<file path="src/iocl_pkg.sv">
package iocl_pkg;

    localparam int SEQ_W = 48;
    localparam int OFF_W = 48;
    localparam int POS_W = 47;

    localparam logic [1:0] KIND_APPEND   = 2'd0;
    localparam logic [1:0] KIND_COMPLETE = 2'd1;
    localparam logic [1:0] KIND_ACK      = 2'd2;

    localparam logic [2:0] ST_ACCEPTED      = 3'd0;
    localparam logic [2:0] ST_BACKPRESSURED = 3'd1;
    localparam logic [2:0] ST_DUPLICATE     = 3'd2;
    localparam logic [2:0] ST_SEQ_ORDER     = 3'd3;
    localparam logic [2:0] ST_OFF_ORDER     = 3'd4;
    localparam logic [2:0] ST_UNKNOWN       = 3'd5;
    localparam logic [2:0] ST_COMMIT_REJ    = 3'd6;

    localparam logic [SEQ_W-1:0] SEQ_ALL_ONES = {SEQ_W{1'b1}};
    localparam logic [OFF_W-1:0] OFF_MAX      = {1'b0, {(OFF_W-1){1'b1}}};

    // controller to datapath
    typedef struct packed {
        logic load_item;
        logic exec;
        logic retire_step;
        logic load_out;
    } cmd_t;

    // datapath to controller
    typedef struct packed {
        logic complete_ok;
        logic retire_avail;
    } sts_t;

endpackage

</file>
<file path="src/iocl_ctrl.sv">
module iocl_ctrl
(
    input  logic          clk,
    input  logic          rst_n,
    input  logic          in_valid,
    output logic          in_stall,
    output logic          out_valid,
    input  logic          out_stall,
    output iocl_pkg::cmd_t cmd,
    input  iocl_pkg::sts_t sts
);
    import iocl_pkg::*;

    typedef enum logic [1:0] {S_IDLE, S_EXEC, S_RETIRE, S_FINISH} state_t;

    state_t state_reg, state_next;
    logic   out_valid_reg, out_valid_next;
    logic   out_free;

    assign out_free  = !out_valid_reg || !out_stall;
    assign in_stall  = (state_reg != S_IDLE);
    assign out_valid = out_valid_reg;

    // commands decoded from state
    always_comb
    begin
        cmd.load_item   = (state_reg == S_IDLE) && in_valid;
        cmd.exec        = (state_reg == S_EXEC);
        cmd.retire_step = (state_reg == S_RETIRE);
        cmd.load_out    = (state_reg == S_FINISH) && out_free;
    end

    // next state
    always_comb
    begin
        state_next     = state_reg;
        out_valid_next = out_valid_reg && out_stall;
        unique case (state_reg)
            S_IDLE:
            begin
                if (in_valid)
                    state_next = S_EXEC;
            end
            S_EXEC:
            begin
                state_next = sts.complete_ok ? S_RETIRE : S_FINISH;
            end
            S_RETIRE:
            begin
                if (!sts.retire_avail)
                    state_next = S_FINISH;
            end
            S_FINISH:
            begin
                if (out_free)
                begin
                    state_next     = S_IDLE;
                    out_valid_next = 1'b1;
                end
            end
            default:
            begin
                state_next = S_IDLE;
            end
        endcase
    end

    always_ff @(posedge clk or negedge rst_n)
    begin
        if (!rst_n)
        begin
            state_reg     <= S_IDLE;
            out_valid_reg <= 1'b0;
        end
        else
        begin
            state_reg     <= state_next;
            out_valid_reg <= out_valid_next;
        end
    end

    a_exec_after_accept: assert property (@(posedge clk) disable iff (!rst_n)
        cmd.load_item |=> state_reg == S_EXEC)
        else $error("accepted beat did not enter execute");

    a_load_sets_valid: assert property (@(posedge clk) disable iff (!rst_n)
        cmd.load_out |=> out_valid_reg)
        else $error("result load lost");

    a_stalled_result_held: assert property (@(posedge clk) disable iff (!rst_n)
        out_valid_reg && out_stall |=> out_valid_reg)
        else $error("stalled result beat dropped");

endmodule

</file>
<file path="src/iocl_datapath.sv">
module iocl_datapath #(
    parameter int DEPTH = 16
)
(
    input  logic                              clk,
    input  logic                              rst_n,
    input  iocl_pkg::cmd_t                    cmd,
    output iocl_pkg::sts_t                    sts,
    input  logic [1:0]                        kind,
    input  logic [iocl_pkg::SEQ_W-1:0]        sequence_req,
    input  logic signed [iocl_pkg::OFF_W-1:0] offset,
    output logic [2:0]                        status,
    output logic [4:0]                        pending,
    output logic                              contiguous_valid,
    output logic [iocl_pkg::SEQ_W-1:0]        contiguous_sequence,
    output logic [iocl_pkg::POS_W-1:0]        contiguous_offset,
    output logic                              commit_ready,
    output logic [iocl_pkg::POS_W-1:0]        commit_offset
);
    import iocl_pkg::*;

    localparam int CW = $clog2(DEPTH + 1);
    localparam int HW = (DEPTH > 1) ? $clog2(DEPTH) : 1;
    localparam logic [CW:0] DEPTH_C = (CW + 1)'(DEPTH);

    // latched item
    logic [1:0]              kind_reg;
    logic [SEQ_W-1:0]        seq_reg;
    logic signed [OFF_W-1:0] off_reg;
    logic [2:0]              st_reg;

    // ledger state
    logic [DEPTH-1:0]        done_reg;
    logic [HW-1:0]           head_reg;
    logic [CW-1:0]           held_reg;
    logic [SEQ_W-1:0]        exp_seq_reg;
    logic                    exp_off_valid_reg;
    logic [POS_W-1:0]        exp_off_reg;
    logic                    dp_valid_reg;
    logic [SEQ_W-1:0]        dp_seq_reg;
    logic [POS_W-1:0]        dp_off_reg;
    logic                    cm_valid_reg;
    logic [POS_W-1:0]        cm_off_reg;

    // held entries carry consecutive sequences and offsets ending just below expected
    logic [SEQ_W-1:0]        base_seq;
    logic [POS_W-1:0]        head_off;
    logic                    found;
    logic [CW-1:0]           pos;
    logic [CW:0]             idx_sum;
    logic [HW-1:0]           idx;
    logic [HW-1:0]           head_inc;
    logic [POS_W-1:0]        commit_next;
    logic                    avail;
    logic                    full;

    assign base_seq = exp_seq_reg - SEQ_W'(held_reg);
    assign head_off = exp_off_reg - POS_W'(held_reg);
    assign found    = (seq_reg >= base_seq) && (seq_reg < exp_seq_reg);
    assign pos      = CW'(seq_reg - base_seq);
    assign idx_sum  = (CW + 1)'(head_reg) + (CW + 1)'(pos);
    assign idx      = (idx_sum >= DEPTH_C) ? HW'(idx_sum - DEPTH_C) : HW'(idx_sum);
    assign head_inc = ((CW + 1)'(head_reg) == DEPTH_C - 1'b1) ? '0 : head_reg + 1'b1;
    assign full     = ((CW + 1)'(held_reg) >= DEPTH_C);

    assign commit_next = dp_off_reg + 1'b1;
    assign avail       = dp_valid_reg && !(cm_valid_reg && (commit_next <= cm_off_reg));

    assign sts.complete_ok  = (kind_reg == KIND_COMPLETE) && found && !done_reg[idx];
    assign sts.retire_avail = (held_reg != '0) && done_reg[head_reg];

    // item latch
    always_ff @(posedge clk)
    begin
        if (cmd.load_item)
        begin
            kind_reg <= kind;
            seq_reg  <= sequence_req;
            off_reg  <= offset;
        end
    end

    // execute, retire and result load
    always_ff @(posedge clk or negedge rst_n)
    begin
        if (!rst_n)
        begin
            st_reg              <= ST_ACCEPTED;
            done_reg            <= '0;
            head_reg            <= '0;
            held_reg            <= '0;
            exp_seq_reg         <= '0;
            exp_off_valid_reg   <= 1'b0;
            exp_off_reg         <= '0;
            dp_valid_reg        <= 1'b0;
            dp_seq_reg          <= '0;
            dp_off_reg          <= '0;
            cm_valid_reg        <= 1'b0;
            cm_off_reg          <= '0;
            status              <= ST_ACCEPTED;
            pending             <= '0;
            contiguous_valid    <= 1'b0;
            contiguous_sequence <= '0;
            contiguous_offset   <= '0;
            commit_ready        <= 1'b0;
            commit_offset       <= '0;
        end
        else
        begin
            if (cmd.exec)
            begin
                unique case (kind_reg)
                    KIND_APPEND:
                    begin
                        priority if (full)
                            st_reg <= ST_BACKPRESSURED;
                        else if (seq_reg < exp_seq_reg)
                            st_reg <= ST_DUPLICATE;
                        else if (seq_reg > exp_seq_reg)
                            st_reg <= ST_SEQ_ORDER;
                        else if (off_reg[OFF_W-1] ||
                                 (exp_off_valid_reg && off_reg[POS_W-1:0] != exp_off_reg))
                            st_reg <= ST_OFF_ORDER;
                        else if (seq_reg == SEQ_ALL_ONES || off_reg == OFF_MAX)
                            st_reg <= ST_SEQ_ORDER;
                        else
                        begin
                            st_reg            <= ST_ACCEPTED;
                            held_reg          <= held_reg + 1'b1;
                            exp_seq_reg       <= exp_seq_reg + 1'b1;
                            exp_off_reg       <= off_reg[POS_W-1:0] + 1'b1;
                            exp_off_valid_reg <= 1'b1;
                        end
                    end
                    KIND_COMPLETE:
                    begin
                        priority if (!found)
                            st_reg <= (dp_valid_reg && seq_reg <= dp_seq_reg)
                                      ? ST_DUPLICATE : ST_UNKNOWN;
                        else if (done_reg[idx])
                            st_reg <= ST_DUPLICATE;
                        else
                        begin
                            st_reg        <= ST_ACCEPTED;
                            done_reg[idx] <= 1'b1;
                        end
                    end
                    KIND_ACK:
                    begin
                        if (avail && !off_reg[OFF_W-1] && off_reg[POS_W-1:0] == commit_next)
                        begin
                            st_reg       <= ST_ACCEPTED;
                            cm_valid_reg <= 1'b1;
                            cm_off_reg   <= commit_next;
                        end
                        else
                            st_reg <= ST_COMMIT_REJ;
                    end
                    default:
                    begin
                        st_reg <= ST_UNKNOWN;
                    end
                endcase
            end

            // retire one done entry from the head
            if (cmd.retire_step && sts.retire_avail)
            begin
                dp_valid_reg       <= 1'b1;
                dp_seq_reg         <= base_seq;
                dp_off_reg         <= head_off;
                done_reg[head_reg] <= 1'b0;
                head_reg           <= head_inc;
                held_reg           <= held_reg - 1'b1;
            end

            if (cmd.load_out)
            begin
                status              <= st_reg;
                pending             <= 5'(held_reg);
                contiguous_valid    <= dp_valid_reg;
                contiguous_sequence <= dp_valid_reg ? dp_seq_reg : '0;
                contiguous_offset   <= dp_valid_reg ? dp_off_reg : '0;
                commit_ready        <= avail;
                commit_offset       <= avail ? commit_next : '0;
            end
        end
    end

    a_held_bound: assert property (@(posedge clk) disable iff (!rst_n)
        (CW + 1)'(held_reg) <= DEPTH_C)
        else $error("held count above capacity");

    a_retire_dec: assert property (@(posedge clk) disable iff (!rst_n)
        cmd.retire_step && sts.retire_avail |=> held_reg == $past(held_reg) - 1'b1)
        else $error("retire did not drop held count");

    a_commit_needs_prefix: assert property (@(posedge clk) disable iff (!rst_n)
        cm_valid_reg |-> dp_valid_reg)
        else $error("commit without completed prefix");

endmodule

</file>
<file path="src/in_order_completion_commit_ledger_unit.sv">
// Channel | valid    | stall     | payload
// in      | in_valid | in_stall  | kind, sequence_req, offset
// out     | out_valid| out_stall | status, pending, contiguous_*, commit_*
//
// One beat in gives one beat out. An item passes through accept, execute and
// result load. An accepted complete adds a retire step before result load,
// retiring done head entries one by one (up to DEPTH) in a single-entry loop.
// in_stall is high from acceptance until the result is loaded in the output
// register; a new item is taken while that result still waits.
// rst_n clears the ledger asynchronously; no clearing pass is needed.
module in_order_completion_commit_ledger_unit #(
    parameter int DEPTH = 16
)
(
    input  logic                              clk,
    input  logic                              rst_n,
    input  logic                              in_valid,
    output logic                              in_stall,
    input  logic [1:0]                        kind,
    input  logic [iocl_pkg::SEQ_W-1:0]        sequence_req,
    input  logic signed [iocl_pkg::OFF_W-1:0] offset,
    output logic                              out_valid,
    input  logic                              out_stall,
    output logic [2:0]                        status,
    output logic [4:0]                        pending,
    output logic                              contiguous_valid,
    output logic [iocl_pkg::SEQ_W-1:0]        contiguous_sequence,
    output logic [iocl_pkg::POS_W-1:0]        contiguous_offset,
    output logic                              commit_ready,
    output logic [iocl_pkg::POS_W-1:0]        commit_offset
);
    import iocl_pkg::*;

    cmd_t cmd;
    sts_t sts;

    iocl_ctrl u_ctrl
    (
        .clk       (clk),
        .rst_n     (rst_n),
        .in_valid  (in_valid),
        .in_stall  (in_stall),
        .out_valid (out_valid),
        .out_stall (out_stall),
        .cmd       (cmd),
        .sts       (sts)
    );

    iocl_datapath #(.DEPTH(DEPTH)) u_dp
    (
        .clk                 (clk),
        .rst_n               (rst_n),
        .cmd                 (cmd),
        .sts                 (sts),
        .kind                (kind),
        .sequence_req        (sequence_req),
        .offset              (offset),
        .status              (status),
        .pending             (pending),
        .contiguous_valid    (contiguous_valid),
        .contiguous_sequence (contiguous_sequence),
        .contiguous_offset   (contiguous_offset),
        .commit_ready        (commit_ready),
        .commit_offset       (commit_offset)
    );

endmodule
</file>
<file path="config.mk">
export PLATFORM = sky130hd
export DESIGN_NAME = in_order_completion_commit_ledger_unit
export DESIGN_NICKNAME = d
export VERILOG_FILES = /design/src/iocl_pkg.sv /design/src/iocl_ctrl.sv /design/src/iocl_datapath.sv /design/src/in_order_completion_commit_ledger_unit.sv
export SDC_FILE = /design/constraint.sdc
export NUM_CORES = 1
export LEC_CHECK = 0
export BUFFER_PORTS_ARGS = -buffer_cell sky130_fd_sc_hd__buf_2
export CAP_MARGIN = 20
export CORE_MARGIN = 8
export CORE_UTILIZATION = 30
export DETAILED_ROUTE_END_ITERATION = 6
export PLACE_DENSITY = 0.45
export SLEW_MARGIN = 10
export SYNTH_ARGS = -nofsm -noshare
export SYNTH_HDL_FRONTEND = slang
export SYNTH_SLANG_ARGS = --single-unit
</file>
<file path="constraint.sdc">
create_clock -name clk -period 16.08 [get_ports clk]
set_input_delay 1.608 -clock clk [delete_from_list [all_inputs] [get_ports clk]]
set_output_delay 1.608 -clock clk [all_outputs]
set_load 0.1 [all_outputs]
</file>
==> flow_metrics.py <==
metrics = {
    "sta": {
        "grt_setup_unrepaired": "false",
        "final-max-slew-violation-count": 0,
        "final-setup-viol-count": 0,
        "hold_viol_final": 0,
        "finalSetupTns_ps": 0,
        "worst_pin_slew_ps": 1120,
        "max_clock_freq_mhz": 156,
        "timing.clock.skew_ps": 39.0,
        "slew_margin_rel_pct": 24.0,
        "tmin_final_ps": 6400,
        "finalCritPeriodShare_pct": 39.8,
    },
    "placement": {
        "place.port_buffers": 255,
        "post-dp-hpwl_um": 79800,
        "final_estimated_routing_congestion_in_global_placement": 0.884,
    },
    "run_status": {
        "outcome": "completed",
    },
    "yosys": {
        "async_reset_ff_share_pct": 81.2,
        "synth_cell_type_count": 88,
        "avgSynthCellArea_um2": 9.43,
        "synth-edff-count": 98,
        "mappedNetlistArea_mm2": 0.0306,
        "yosys_warnings": 0,
        "yosys_register_bits": 521,
        "synth_flop_cell": "sky130_fd_sc_hd__dfrtp_1",
        "synthesis.nets": 3577,
        "synthesis.instances": 3251,
        "sequential_share_of_the_synthesized_area_pct": 44.1,
    },
    "grt": {
        "wire_length_of_the_first_global_routing_pass_um": 159000,
        "grt_max_degree": 147,
        "globalRoute.totalOverflow": 0,
        "number_of_antenna_violations_at_the_first_check_in_global_routing": 21,
        "grt_use_total_pct": 18.4,
        "grt_pass1_vias": 24093,
    },
    "power": {
        "power.internal_mw": 2.48,
        "power.density_cell_area_mw_per_mm2": 102,
        "comb_power_share_pct": 15.2,
        "power.switching_fraction_pct": 31.0,
        "switching_power_summed_over_all_nets_mw": 1.11,
        "cellLeakagePower_nw": 15.3,
        "clockPowerShare_pct": 42.3,
        "seq_power_share_pct": 42.5,
        "irDropWorstVdd_uv": 164,
    },
    "critical_path": {
        "arrival_ps": 6950,
        "worstPathRequired_ps": 16630,
        "critical_path.max_fanout": 6,
        "crit_end_category": "flip-flop",
        "cp_slowest_stage_delay_ps": 810,
        "crit_type": "reg -> reg",
        "worstPathCellList": "inv_1 > ha_1 > nor2b_1 > o21ai_0 > a21oi_1 > o21ai_0 > nand4_1 > or3_1 > nor4_1 > xnor2_1 > ha_1 > nand4_1 > nand4bb_1 > or2_2 > o22ai_1 > a211oi_1 > or3_1 > nor4_1 > buf_4 > a41oi_1 > a31oi_1",
        "crit_path_start_kind": "flip-flop",
        "critPathSlowestCell": "sky130_fd_sc_hd__nor4_1",
    },
    "drt": {
        "wl_per_cell_um": 21.8,
        "vias": 24239,
        "route.antenna.remaining_nets": 0,
        "drtPass1Iterations": 5,
        "finalWirelength_um": 106000,
        "drt_drc_violations_left": 0,
        "initialDrtViolationCount": 1575,
        "vias_per_cell": 5.00,
    },
    "clocking": {
        "clk_pin_slew_ps": 50,
        "post_cts.resized_instances": 0,
        "max-clock-path-buffers": 3,
        "cts-buffers-inserted": 67,
        "tritoncts": "built",
        "postCtsHoldBufs": 0,
        "cts-htree-levels": 3,
        "cts_setup_buffers": 0,
        "clock_sink_count": 521,
        "root_buffer": "sky130_fd_sc_hd__clkbuf_16",
        "insertion_delay_ps": 640,
    },
    "hold_path": {
        "holdCritPathClass": "reg -> reg",
    },
    "floorplanning": {
        "initial_utilization_pct": 30.2,
        "dieArea_mm2": 0.113,
        "top_level_ports": 256,
        "die-width_um": 336,
        "rows": 117,
        "fp.dieH_um": 336,
        "design.core.area_mm2": 0.102,
    },
    "layout": {
        "mostFrequentLayoutCells": "551 x sky130_fd_sc_hd__nand2_1, 422 x sky130_fd_sc_hd__dfrtp_1, 255 x sky130_fd_sc_hd__buf_2, 235 x sky130_fd_sc_hd__xnor2_1, 224 x sky130_fd_sc_hd__o21ai_0",
        "fillers": 10621,
        "syn_to_final_growth_pct": 15.3,
        "final_core_util_pct": 34.8,
        "most_common_library_cell_in_the_layout_ignoring_fill_and_taps": "sky130_fd_sc_hd__nand2_1",
        "final_nets": 3743,
        "fraction_of_final_layout_cells_with_drive_strength_greater_than_1_pct": 13.1,
    },
    "run": {
        "maxCapViolCount": 0,
    },
}
-- per-stage QoR --
stage	total power [mW]	std cells	worst slack [ps]	hold slack (ps)	area, um2
3_5_place_dp	2.11	4715	9750	450	33100
6_report	3.59	4852	9680	456	35300
4_1_cts	3.66	4838	9760	463	35300
3_3_place_gp	2.11	4714	9900	445	33100
2_1_floorplan	1.87	3251	10910	430	30600
5_1_grt	3.76	4841	9270	482	35300
-- cells by family (layout without fill, tap and decap cells) --
logic type | Yosys count | count (layout) | share of synthesized area, %
compound gates | 467 | 467 | 8.95
flops | 521 | 521 | 44.1
other cells | 0 | 13 | 0
simple gates | 1264 | 1264 | 20.3
xor+xnor | 319 | 319 | 9.53
buf+inv | 390 | 610 | 5.07
fa+ha+maj | 224 | 224 | 9.27
mux | 66 | 66 | 2.74
-- layout make-up --
type	instances	area, um2	area share, %
Tap cell	1368	1710	4.85
Clock buffer	91	1840	5.20
Antenna cell	13	32.5	0.0921
Clock inverter	32	345	0.978
Multi-Input combinational cell	2340	15600	44.2
Timing Repair Buffer	282	1500	4.23
Sequential cell	521	13500	38.3
Inverter	205	769	2.18
-- worst max-delay path, delay by kind of cell, from the launching register on --
family	cells	cell delay, ps
and+or+nand+nor	9	3480
AOI/OAI and AO/OA	7	1210
adders and majority gates	2	580
buffers and inverters	2	470
DFF	1	420
xor gates and xnor gates	1	130
-- path summary, 6_finish.rpt --
path | from | end | slack [ps] | cells past startpoint
max | u_dp.held_reg[1]$_DFFE_PN0P_ | u_dp.done_reg[12]$_DFF_PN0_ | 9680 | 21
min | u_dp.contiguous_sequence[3]$_DFFE_PN0P_ | u_dp.contiguous_sequence[3]$_DFFE_PN0P_ | 460 | 2
max reg2reg | u_dp.held_reg[1]$_DFFE_PN0P_ | u_dp.done_reg[12]$_DFF_PN0_ | 9680 | 21
max in group asynchronous | rst_n | u_dp.contiguous_offset[35]$_DFFE_PN0P_ | 12050 | 4
min in group asynchronous | rst_n | u_dp.contiguous_sequence[13]$_DFFE_PN0P_ | 970 | 1
min reg2reg | u_dp.contiguous_sequence[3]$_DFFE_PN0P_ | u_dp.contiguous_sequence[3]$_DFFE_PN0P_ | 460 | 2
-- routing by layer --
layer | wire [um] | global-route usage (%)
met3 | 6160 | 3.74
met5 | 95 | 0
met2 | 44000 | 26.8
met4 | 2450 | 4.77
met1 | 53000 | 27.5
-- synth_stat cells, types with 12 or more instances --
library cell	number	area [um2]
sky130_fd_sc_hd__dfrtp_1	423	10600
sky130_fd_sc_hd__a21oi_1	102	510
sky130_fd_sc_hd__a211oi_1	14	105
sky130_fd_sc_hd__nand4_1	103	644
sky130_fd_sc_hd__edfxtp_1	98	2940
sky130_fd_sc_hd__nor2b_1	19	119
sky130_fd_sc_hd__xnor2_1	235	2060
sky130_fd_sc_hd__or3_1	19	119
sky130_fd_sc_hd__nor3_1	58	290
sky130_fd_sc_hd__inv_1	204	766
sky130_fd_sc_hd__buf_1	16	60.1
sky130_fd_sc_hd__a21o_1	30	225
sky130_fd_sc_hd__mux2_2	34	383
sky130_fd_sc_hd__o31ai_1	15	113
sky130_fd_sc_hd__nand2_1	552	2070
sky130_fd_sc_hd__nand2b_1	20	125
sky130_fd_sc_hd__xor2_1	75	657
sky130_fd_sc_hd__ha_1	219	2740
sky130_fd_sc_hd__nor2_1	90	338
sky130_fd_sc_hd__o21ai_0	224	1120
sky130_fd_sc_hd__or4_1	15	113
sky130_fd_sc_hd__and4_1	24	210
sky130_fd_sc_hd__nand3_1	198	991
sky130_fd_sc_hd__and3_1	23	144
sky130_fd_sc_hd__nor4_1	72	450
sky130_fd_sc_hd__clkbuf_1	135	507
sky130_fd_sc_hd__mux2i_1	12	120
sky130_fd_sc_hd__buf_2	20	100
sky130_fd_sc_hd__a31oi_1	14	87.6
sky130_fd_sc_hd__and2_1	14	87.6
-- power by group through the flow --
stage,sequential [mW],clock [mW],combinational (mW)
2_1_floorplan,1.52,0,0.352
4_1_cts,1.53,1.57,0.562
3_3_place_gp,1.55,0,0.559
5_1_grt,1.53,1.62,0.609
6_report,1.53,1.52,0.546
3_5_place_dp,1.55,0,0.559
Note: power is estimated with default switching activity, not from simulation.
